<file path="src/rtl/annexb_nal_unit_splitter_defines.svh">
// Assertion macros shared by the NAL unit splitter RTL.
// Each macro expects clk and rst_n in scope; no other dependencies.
`ifndef ANNEXB_NAL_UNIT_SPLITTER_DEFINES_SVH
`define ANNEXB_NAL_UNIT_SPLITTER_DEFINES_SVH

// Same-cycle implication, disabled while in reset.
`define ANBS_ASSERT_IMP(label, ante, cons, msg) \
  label: assert property (@(posedge clk) disable iff (!rst_n) (ante) |-> (cons)) \
    else $error(msg);

// Next-cycle implication, disabled while in reset.
`define ANBS_ASSERT_NXT(label, ante, cons, msg) \
  label: assert property (@(posedge clk) disable iff (!rst_n) (ante) |=> (cons)) \
    else $error(msg);

`endif

</file>
<file path="src/rtl/anbs_pkg.sv">
// Package for the Annex B NAL unit splitter: payload structs, queue sizing
// and position width defaults. No dependencies.
package anbs_pkg;

  localparam int POSITION_BITS_DEF = 24;
  localparam int NAL_POS_W         = 24;

  localparam int QUEUE_DEPTH = 2;
  localparam int QUEUE_AW    = $clog2(QUEUE_DEPTH);
  localparam int QUEUE_CW    = $clog2(QUEUE_DEPTH + 1);

  localparam logic [7:0] SC_END_BYTE = 8'h01;
  localparam logic [2:0] SC_LEN_3    = 3'd3;
  localparam logic [2:0] SC_LEN_4    = 3'd4;

  typedef struct packed {
    logic [7:0] data_byte;
    logic       last_byte;
  } in_t;

  typedef struct packed {
    logic                 nal_valid;
    logic [NAL_POS_W-1:0] nal_offset;
    logic [NAL_POS_W-1:0] nal_length;
    logic [2:0]           start_code_length;
    logic [7:0]           nal_header;
    logic                 end_of_buffer;
  } out_t;

  typedef struct packed {
    logic push;
    out_t rec;
  } push_t;

  typedef struct packed {
    logic full;
    logic empty;
  } qstat_t;

endpackage

</file>
<file path="src/rtl/anbs_front.sv">
// Front end: accepts bytes, tracks start codes and positions, builds records.
// Depends on anbs_pkg and annexb_nal_unit_splitter_defines.svh.
`include "annexb_nal_unit_splitter_defines.svh"

module anbs_front #(
  parameter int POSITION_BITS = anbs_pkg::POSITION_BITS_DEF
) (
  input  logic              clk,
  input  logic              rst_n,
  input  logic              in_valid,
  input  anbs_pkg::in_t     in_data,
  input  logic              q_full,
  output logic              in_ready,
  output anbs_pkg::push_t   push
);

  logic [POSITION_BITS-1:0] pos_r, pos_nxt;
  logic [POSITION_BITS-1:0] start_r, start_nxt;
  logic [1:0]               zrun_r, zrun_nxt;
  logic                     inside_r, inside_nxt;
  logic [2:0]               sclen_r, sclen_nxt;
  logic [7:0]               hdr_r, hdr_nxt;
  logic                     pend_r, pend_nxt;

  logic                     accept;
  logic [7:0]               d;
  logic                     last;
  logic [7:0]               hdr_cur;
  logic                     is_sc;
  logic                     sc4;
  logic [POSITION_BITS-1:0] back;
  logic [POSITION_BITS-1:0] pos_inc;
  logic [POSITION_BITS-1:0] end_sc;
  logic [POSITION_BITS-1:0] end_pos;
  logic                     have;
  logic                     emit;
  logic [POSITION_BITS-1:0] len;

  assign in_ready = !q_full;
  assign accept   = in_valid && in_ready;
  assign d        = in_data.data_byte;
  assign last     = in_data.last_byte;
  assign hdr_cur  = pend_r ? d : hdr_r;
  assign is_sc    = (d == anbs_pkg::SC_END_BYTE) && zrun_r[1];
  assign sc4      = (zrun_r == 2'd3);
  assign back     = {{(POSITION_BITS-2){1'b0}}, (sc4 ? 2'd3 : 2'd2)};
  assign pos_inc  = (&pos_r) ? pos_r : pos_r + 1'b1;
  assign end_sc   = pos_r - back;
  assign end_pos  = is_sc ? end_sc : pos_inc;

  always_comb begin
    if (is_sc) begin
      have = inside_r && (pos_r >= back) && (end_sc > start_r);
      emit = have || last;
    end else begin
      have = inside_r && (pos_inc > start_r);
      emit = last;
    end
  end

  assign len = end_pos - start_r;

  always_comb begin
    push.push                  = accept && emit;
    push.rec.nal_valid         = have;
    push.rec.nal_offset        = have ? anbs_pkg::NAL_POS_W'(start_r) : '0;
    push.rec.nal_length        = have ? anbs_pkg::NAL_POS_W'(len) : '0;
    push.rec.start_code_length = have ? sclen_r : 3'd0;
    push.rec.nal_header        = have ? hdr_cur : 8'd0;
    push.rec.end_of_buffer     = last;
  end

  always_comb begin
    pos_nxt    = pos_r;
    start_nxt  = start_r;
    zrun_nxt   = zrun_r;
    inside_nxt = inside_r;
    sclen_nxt  = sclen_r;
    hdr_nxt    = hdr_r;
    pend_nxt   = pend_r;
    if (accept) begin
      if (last) begin
        pos_nxt    = '0;
        start_nxt  = '0;
        zrun_nxt   = 2'd0;
        inside_nxt = 1'b0;
        sclen_nxt  = 3'd0;
        hdr_nxt    = 8'd0;
        pend_nxt   = 1'b0;
      end else begin
        pos_nxt  = pos_inc;
        zrun_nxt = (d != 8'd0) ? 2'd0 : (sc4 ? 2'd3 : zrun_r + 2'd1);
        if (is_sc) begin
          inside_nxt = 1'b1;
          start_nxt  = pos_inc;
          sclen_nxt  = sc4 ? anbs_pkg::SC_LEN_4 : anbs_pkg::SC_LEN_3;
          hdr_nxt    = 8'd0;
          pend_nxt   = 1'b1;
        end else if (pend_r) begin
          hdr_nxt  = d;
          pend_nxt = 1'b0;
        end
      end
    end
  end

  always_ff @(posedge clk) begin
    if (!rst_n) begin
      pos_r    <= '0;
      start_r  <= '0;
      zrun_r   <= 2'd0;
      inside_r <= 1'b0;
      sclen_r  <= 3'd0;
      hdr_r    <= 8'd0;
      pend_r   <= 1'b0;
    end else begin
      pos_r    <= pos_nxt;
      start_r  <= start_nxt;
      zrun_r   <= zrun_nxt;
      inside_r <= inside_nxt;
      sclen_r  <= sclen_nxt;
      hdr_r    <= hdr_nxt;
      pend_r   <= pend_nxt;
    end
  end

  `ANBS_ASSERT_IMP(a_rec_sclen, push.push && push.rec.nal_valid,
    (push.rec.start_code_length == anbs_pkg::SC_LEN_3) ||
    (push.rec.start_code_length == anbs_pkg::SC_LEN_4), "record without start code length")
  `ANBS_ASSERT_NXT(a_last_clears, accept && last,
    (pos_r == '0) && !inside_r && !pend_r && (zrun_r == 2'd0), "state not cleared after last byte")
  `ANBS_ASSERT_IMP(a_pend_no_zeros, pend_r, zrun_r == 2'd0, "header pending after zero byte")

endmodule

</file>
<file path="src/rtl/anbs_queue.sv">
// Short record queue between front end and output stage.
// Depends on anbs_pkg and annexb_nal_unit_splitter_defines.svh.
`include "annexb_nal_unit_splitter_defines.svh"

module anbs_queue (
  input  logic               clk,
  input  logic               rst_n,
  input  anbs_pkg::push_t    push,
  input  logic               pop,
  output anbs_pkg::qstat_t   stat,
  output anbs_pkg::out_t     head
);

  anbs_pkg::out_t                 mem_r [anbs_pkg::QUEUE_DEPTH];
  logic [anbs_pkg::QUEUE_AW-1:0]  wr_r, wr_nxt;
  logic [anbs_pkg::QUEUE_AW-1:0]  rd_r, rd_nxt;
  logic [anbs_pkg::QUEUE_CW-1:0]  cnt_r, cnt_nxt;

  assign stat.full  = (cnt_r == anbs_pkg::QUEUE_CW'(anbs_pkg::QUEUE_DEPTH));
  assign stat.empty = (cnt_r == '0);
  assign head       = mem_r[rd_r];

  always_comb begin
    wr_nxt  = wr_r;
    rd_nxt  = rd_r;
    cnt_nxt = cnt_r;
    if (push.push) begin
      wr_nxt = (wr_r == anbs_pkg::QUEUE_AW'(anbs_pkg::QUEUE_DEPTH - 1)) ? '0 : wr_r + 1'b1;
    end
    if (pop) begin
      rd_nxt = (rd_r == anbs_pkg::QUEUE_AW'(anbs_pkg::QUEUE_DEPTH - 1)) ? '0 : rd_r + 1'b1;
    end
    if (push.push && !pop) begin
      cnt_nxt = cnt_r + 1'b1;
    end else if (pop && !push.push) begin
      cnt_nxt = cnt_r - 1'b1;
    end
  end

  always_ff @(posedge clk) begin
    if (push.push) begin
      mem_r[wr_r] <= push.rec;
    end
  end

  always_ff @(posedge clk) begin
    if (!rst_n) begin
      wr_r  <= '0;
      rd_r  <= '0;
      cnt_r <= '0;
    end else begin
      wr_r  <= wr_nxt;
      rd_r  <= rd_nxt;
      cnt_r <= cnt_nxt;
    end
  end

  `ANBS_ASSERT_IMP(a_no_overflow, push.push, !stat.full || pop, "push into full queue")
  `ANBS_ASSERT_IMP(a_no_underflow, pop, !stat.empty, "pop from empty queue")

endmodule

</file>
<file path="src/rtl/anbs_back.sv">
// Output stage: pops records from the queue into the result register.
// Depends on anbs_pkg.
module anbs_back (
  input  logic               clk,
  input  logic               rst_n,
  input  anbs_pkg::qstat_t   stat,
  input  anbs_pkg::out_t     head,
  output logic               pop,
  output logic               out_valid,
  input  logic               out_ready,
  output anbs_pkg::out_t     out_data
);

  logic           vld_r, vld_nxt;
  anbs_pkg::out_t data_r;

  assign pop       = !stat.empty && (!vld_r || out_ready);
  assign vld_nxt   = pop || (vld_r && !out_ready);
  assign out_valid = vld_r;
  assign out_data  = data_r;

  always_ff @(posedge clk) begin
    if (pop) begin
      data_r <= head;
    end
  end

  always_ff @(posedge clk) begin
    if (!rst_n) begin
      vld_r <= 1'b0;
    end else begin
      vld_r <= vld_nxt;
    end
  end

endmodule

</file>
<file path="src/rtl/annexb_nal_unit_splitter.sv">
// Annex B NAL unit splitter, top level.
// Depends on anbs_pkg, anbs_front, anbs_queue and anbs_back.
//
// Usage:
//   in_*  : one stream byte per transfer, last_byte marks the buffer's end.
//   out_* : one record per non-empty NAL unit (offset, length, start code
//           length, header byte), raised on the 01 byte of the next start
//           code; the last byte of a buffer always gives a record with
//           end_of_buffer set, nal_valid low if no NAL unit ends there.
// Throughput: one byte per cycle while in_ready is high; in_ready drops when the queue is full.
// Path: the front end decides in the accepting cycle, the record is
//   written into the two-entry queue, then loads the output register.
// Stall: when out_ready is low the output register holds; the queue
//   takes up to two more records, then in_ready drops until space frees.
// Reset: rst_n (synchronous) clears position, start code tracking, the
//   queue and out_valid; the block is ready for a new buffer right after.
//   Front end state also returns to reset values after each last byte.
module annexb_nal_unit_splitter #(
  parameter int POSITION_BITS = anbs_pkg::POSITION_BITS_DEF
) (
  input  logic             clk,
  input  logic             rst_n,
  input  logic             in_valid,
  output logic             in_ready,
  input  anbs_pkg::in_t    in_data,
  output logic             out_valid,
  input  logic             out_ready,
  output anbs_pkg::out_t   out_data
);

  anbs_pkg::push_t  push;
  anbs_pkg::qstat_t stat;
  anbs_pkg::out_t   head;
  logic             pop;

  anbs_front #(
    .POSITION_BITS(POSITION_BITS)
  ) u_front (
    .clk      (clk),
    .rst_n    (rst_n),
    .in_valid (in_valid),
    .in_data  (in_data),
    .q_full   (stat.full),
    .in_ready (in_ready),
    .push     (push)
  );

  anbs_queue u_queue (
    .clk   (clk),
    .rst_n (rst_n),
    .push  (push),
    .pop   (pop),
    .stat  (stat),
    .head  (head)
  );

  anbs_back u_back (
    .clk       (clk),
    .rst_n     (rst_n),
    .stat      (stat),
    .head      (head),
    .pop       (pop),
    .out_valid (out_valid),
    .out_ready (out_ready),
    .out_data  (out_data)
  );

endmodule

</file>
<file path="config.mk">
export PLATFORM = sky130hd
export DESIGN_NAME = annexb_nal_unit_splitter
export DESIGN_NICKNAME = d
export VERILOG_FILES = /design/src/rtl/anbs_pkg.sv /design/src/rtl/anbs_front.sv /design/src/rtl/anbs_queue.sv /design/src/rtl/anbs_back.sv /design/src/rtl/annexb_nal_unit_splitter.sv
export VERILOG_INCLUDE_DIRS = /design/src /design/src/rtl
export SDC_FILE = /design/constraint.sdc
export NUM_CORES = 1
export LEC_CHECK = 0
export BUFFER_PORTS_ARGS = -buffer_cell sky130_fd_sc_hd__buf_2
export CORE_MARGIN = 2
export CORE_UTILIZATION = 66
export CTS_CLUSTER_SIZE = 16
export DETAILED_ROUTE_END_ITERATION = 7
export GPL_TIMING_DRIVEN = 0
export PLACE_DENSITY_LB_ADDON = 0.05
export RECOVER_POWER = 100
export SLEW_MARGIN = 20
export SYNTH_ARGS = -nofsm -noshare
export SYNTH_HDL_FRONTEND = slang
export SYNTH_HIERARCHICAL = 1
export SYNTH_SLANG_ARGS = --single-unit
</file>
<file path="constraint.sdc">
create_clock -name clk -period 15.9 [get_ports clk]
set_input_delay 3.18 -clock clk [delete_from_list [all_inputs] [get_ports clk]]
set_output_delay 3.18 -clock clk [all_outputs]
set_load 0.005 [all_outputs]
</file>
==> impl_metrics.prom <==
# TYPE chip_impl_metric gauge
chip_impl_info{name="cts.root.buffer_cell",value="sky130_fd_sc_hd__clkbuf_16"} 1
chip_impl_metric{name="worstSkewPairLatency",unit="ns"} 0.53
chip_impl_metric{name="cts.repair_timing.setup_buffer_count",unit=""} 0
chip_impl_metric{name="synth.avg_cell_area",unit="um2"} 11.2
chip_impl_info{name="cell_taking_the_most_area_after_synthesis",value="sky130_fd_sc_hd__edfxtp_1"} 1
chip_impl_metric{name="drc",unit=""} 0
chip_impl_metric{name="worstPathBufferInverterCount",unit=""} 5
chip_impl_info{name="worstReg2RegStart",value="u_front/zrun_r[1]$_SDFFE_PN0P_"} 1
chip_impl_metric{name="r2r_slack",unit="ns"} 6.86
chip_impl_metric{name="htree_levels",unit=""} 1
chip_impl_metric{name="ys_async_sr_fraction",unit="%"} 0
chip_impl_metric{name="core-area",unit="mm2"} 0.0194
chip_impl_metric{name="floorplan.rows",unit=""} 51
chip_impl_metric{name="firstDrtPassIters",unit=""} 5
chip_impl_metric{name="postSynthCellCount",unit=""} 1158
chip_impl_metric{name="final-hold-violation-count",unit=""} 0
chip_impl_metric{name="synthesis.area",unit="mm2"} 0.0130
chip_impl_metric{name="start_util",unit="%"} 66.9
chip_impl_info{name="worst_hold_path.endpoint",value="u_front/start_r[22]$_SDFFE_PN0P_"} 1
chip_impl_metric{name="setup_viol_count_final",unit=""} 0
chip_impl_metric{name="layout_stage_area_growth_over_the_synthesis_result",unit="%"} 11.1
chip_impl_metric{name="vdd_ir_drop_max",unit="mV"} 0.121
chip_impl_metric{name="post_route_cells_drive_above_1_share",unit="%"} 11.9
chip_impl_metric{name="maximum_number_of_pins_on_one_net_before_global_route_repair",unit=""} 48
chip_impl_info{name="status",value="complete, but fails checks"} 1
chip_impl_metric{name="grt_antenna_before_repair",unit=""} 0
chip_impl_metric{name="drtIter0Drc",unit=""} 806
chip_impl_metric{name="route.detailed.vias_per_inst",unit=""} 6.12
chip_impl_metric{name="multi_input_area",unit="mm2"} 0.00560
chip_impl_metric{name="die_w",unit="um"} 144
chip_impl_metric{name="syn-num-nets",unit=""} 1247
chip_impl_metric{name="io_pins",unit=""} 76
chip_impl_metric{name="skew",unit="ns"} 0.0168
chip_impl_metric{name="final_design_area_no_fill",unit="mm2"} 0.0144
chip_impl_info{name="dominantRegCellSynth",value="sky130_fd_sc_hd__edfxtp_1"} 1
chip_impl_metric{name="cts_buffers",unit=""} 26
chip_impl_info{name="path_cells",value="clkbuf_1, or4_1, nor3_1, nand2_1, a31oi_1, o21ai_0, a31o_1, clkbuf_1, clkbuf_1, a21oi_1, nor2b_1, clkbuf_1, clkbuf_1"} 1
chip_impl_metric{name="netlist.area_leader.share",unit="%"} 42.4
chip_impl_metric{name="cap_viol_max_count",unit=""} 3
chip_impl_metric{name="ys_seq_elements",unit=""} 251
chip_impl_metric{name="antennaDiodeCount",unit=""} 0
chip_impl_metric{name="post-layout-total-power",unit="uW"} 1730
chip_impl_metric{name="placed_cell_area",unit="mm2"} 0.0138
chip_impl_metric{name="grt_util_all_layers",unit="%"} 30.5
chip_impl_metric{name="grt_pass1_vias",unit=""} 9008
chip_impl_info{name="violations",value="max-capacitance violations, max-slew violations"} 1
chip_impl_info{name="critPathMostFrequentCell",value="sky130_fd_sc_hd__clkbuf_1"} 1
chip_impl_metric{name="globalplace.congestion",unit=""} 1.02
chip_impl_metric{name="clk_pin_slew_worst_paths",unit="ns"} 0.06
chip_impl_metric{name="detail_route.wl_per_cell",unit="um"} 20.3
chip_impl_metric{name="fmax",unit="MHz"} 100
chip_impl_metric{name="fin_nets",unit=""} 1355
chip_impl_metric{name="dr_total_vias",unit=""} 9474
chip_impl_metric{name="yosysSeqAreaShare",unit="%"} 52.8
chip_impl_metric{name="drtAntennaViolNets",unit=""} 0
chip_impl_metric{name="total_leakage_power",unit="uW"} 0.00526
chip_impl_metric{name="fin_tns_setup",unit="ns"} 0
chip_impl_info{name="r2r-end",value="u_queue/mem_r[0][33]$_DFFE_PP_"} 1
chip_impl_metric{name="number_of_flops_mapped_to_enable_cells_by_yosys",unit=""} 183
chip_impl_info{name="hp-class",value="reg -> reg"} 1
chip_impl_metric{name="first_pass_grt_wire_length",unit="um"} 48500
chip_impl_metric{name="worst_slew_pin_slew",unit="ns"} 2.71
chip_impl_info{name="hold_path_startpoint",value="u_front/start_r[22]$_SDFFE_PN0P_"} 1
chip_impl_metric{name="die-area",unit="mm2"} 0.0208
chip_impl_metric{name="dieHeight",unit="um"} 144
chip_impl_info{name="unrepaired_setup_endpoints_after_global_routing",value="no"} 1
chip_impl_metric{name="fin_crit",unit="ns"} 9.95
chip_impl_metric{name="rr_worst_depth",unit=""} 20
chip_impl_metric{name="sequential_cell_area",unit="mm2"} 0.00686
chip_impl_info{name="tritoncts",value="built"} 1
chip_impl_metric{name="hold_depth",unit=""} 2
chip_impl_metric{name="io_buffer_count",unit=""} 75
chip_impl_metric{name="max_stage_delay",unit="ns"} 1.32
chip_impl_metric{name="clk_path_buf_depth",unit=""} 3
chip_impl_metric{name="worst-endpoint-arrival",unit="ns"} 10.08
chip_impl_info{name="worstSetupStartpointType",value="input port"} 1
chip_impl_metric{name="critPathMaxFanout",unit=""} 24
chip_impl_metric{name="final_min_period_over_clock_period",unit="%"} 62.6
chip_impl_metric{name="overflow",unit=""} 0
chip_impl_metric{name="power.density_cell_area",unit="mW/mm2"} 120
chip_impl_metric{name="final_max_tran_viols",unit=""} 96
chip_impl_info{name="ys_top_cells_by_area",value="sky130_fd_sc_hd__edfxtp_1, sky130_fd_sc_hd__dfxtp_1, sky130_fd_sc_hd__ha_1"} 1
chip_impl_metric{name="post_cts_hold_buffer_count",unit=""} 0
chip_impl_info{name="cpLargestDelayFamily",value="buffers and inverters"} 1
chip_impl_metric{name="worst_ep_required_time",unit="ns"} 16.02
chip_impl_metric{name="count_of_different_cell_masters_after_synthesis",unit=""} 75
chip_impl_metric{name="routed_wirelength",unit="um"} 31500
chip_impl_info{name="cp_slowest_cell",value="sky130_fd_sc_hd__nor2b_1"} 1
chip_impl_metric{name="cts_resized",unit=""} 0
chip_impl_metric{name="final.fill_count",unit=""} 1417
chip_impl_info{name="worst-setup-path-type",value="in -> reg"} 1
chip_impl_info{name="kind_of_end_point_of_the_critical_path",value="flip-flop"} 1
chip_impl_metric{name="clock-sinks",unit=""} 251
chip_impl_metric{name="ys.warnings.count",unit=""} 6
chip_impl_metric{name="timing.max_slew.rel_slack",unit="%"} -80.8
chip_impl_metric{name="hold_slack",unit="ns"} 0.480
chip_impl_metric{name="hpwl_dp",unit="um"} 23100
[flip-flops by register name (all words and copies together), names as in the netlist, named ones only]
register,count
u_back/out_data,61
u_front/pos_r,24
u_front/sclen_r,2
u_queue/wr_r,1
u_queue/rd_r,1
u_front/start_r,24
u_front/inside_r,1
u_queue/cnt_r,2
u_front/pend_r,1
u_queue/mem_r,122
u_front/hdr_r,8
u_back/out_valid,1
u_front/zrun_r,2
[synth_stat cells, drive strengths merged, types with 22 or more instances]
| cell type | instances |
|---|---|
| nor2b | 30 |
| nor2 | 109 |
| edfxtp | 183 |
| nor3 | 22 |
| nand2 | 66 |
| a21oi | 95 |
| xor2 | 28 |
| o21ai | 40 |
| a22oi | 42 |
| buf | 29 |
| ha | 75 |
| mux2 | 69 |
| nand3 | 23 |
| xnor2 | 30 |
| clkbuf | 41 |
| inv | 41 |
| dfxtp | 68 |
[how the worst max path moves through the flow]
stage | from | endpoint | slack (ns) | cells past startpoint
2_1_floorplan | in_data[5] | u_queue/mem_r[0][0]$_DFFE_PP_ | 7.64 | 10
5_1_grt | in_data[5] | u_queue/mem_r[0][33]$_DFFE_PP_ | 5.65 | 13
4_1_cts | in_data[5] | u_queue/mem_r[0][30]$_DFFE_PP_ | 8.75 | 15
3_5_place_dp | in_data[5] | u_queue/mem_r[0][30]$_DFFE_PP_ | 8.22 | 15
3_3_place_gp | in_data[5] | u_queue/mem_r[0][33]$_DFFE_PP_ | 5.38 | 11
6_report | in_data[5] | u_queue/mem_r[0][33]$_DFFE_PP_ | 5.95 | 13
[power by group]
part | internal, uW | leakage (uW) | switching, uW | total [uW]
Clock | 359 | 0.000414 | 240 | 598
Sequential | 820 | 0.00229 | 20.6 | 840
Combinational | 110 | 0.00256 | 177 | 287
[worst reg2reg max path: cells and delay by family, from the launching register on]
kind / cells / cell delay [ns]
flops: 1 / 0.36
buf+inv: 5 / 2.97
fa+ha+maj: 3 / 0.73
compound gates: 3 / 0.87
xor+xnor: 1 / 0.18
simple gates: 8 / 3.50
[routing by layer]
metal	GRT usage, %	part of all wire [%]	wire length, um	up-vias
li1	-	-	-	4481
met1	40.9	41	12800	4458
met2	51.0	47	14900	459
met3	4.17	8.4	2640	76
met4	11.7	3.8	1200	0
met5	0	0	0	-
[metrics by stage]
stage	util, %	setup slack [ns]	std cells
2_1_floorplan	-	7.64	1158
3_3_place_gp	70.5	5.38	1498
3_5_place_dp	71.2	8.22	1503
4_1_cts	75.6	8.75	1549
5_1_grt	74.3	5.65	1549
6_report	74.3	5.95	1549
[cell families after synthesis]
kind of cell	count (synthesis)	share of synthesized area (%)
flops	251	52.8
mux	78	6.68
buf+inv	112	3.75
fa+ha+maj	76	7.39
simple gates	323	12.3
xor+xnor	58	3.97
compound gates	260	13.1
[cell usage in the layout (no fill, tap or decap), types with 39 or more instances in the layout]
cell | synthesis | final
sky130_fd_sc_hd__a21oi_1 | 95 | 95
sky130_fd_sc_hd__nand2_1 | 66 | 66
sky130_fd_sc_hd__dfxtp_1 | 68 | 68
sky130_fd_sc_hd__mux2_2 | 69 | 62
sky130_fd_sc_hd__clkbuf_1 | 41 | 116
sky130_fd_sc_hd__nor2_1 | 109 | 109
sky130_fd_sc_hd__a22oi_1 | 42 | 42
sky130_fd_sc_hd__edfxtp_1 | 183 | 183
sky130_fd_sc_hd__ha_1 | 75 | 75
sky130_fd_sc_hd__inv_1 | 41 | 41
sky130_fd_sc_hd__o21ai_0 | 37 | 39
[layout make-up]
type / count / area share [%]
clock buffers: 34 / 4.87
inverters: 42 / 1.09
flip-flops and latches: 251 / 47.6
multi-input cells: 795 / 38.9
clock inverters: 12 / 0.955
well taps: 265 / 2.30
repair buffers: 80 / 2.28
plain buffers: 70 / 2.07
(Power assumes the default switching activity.)
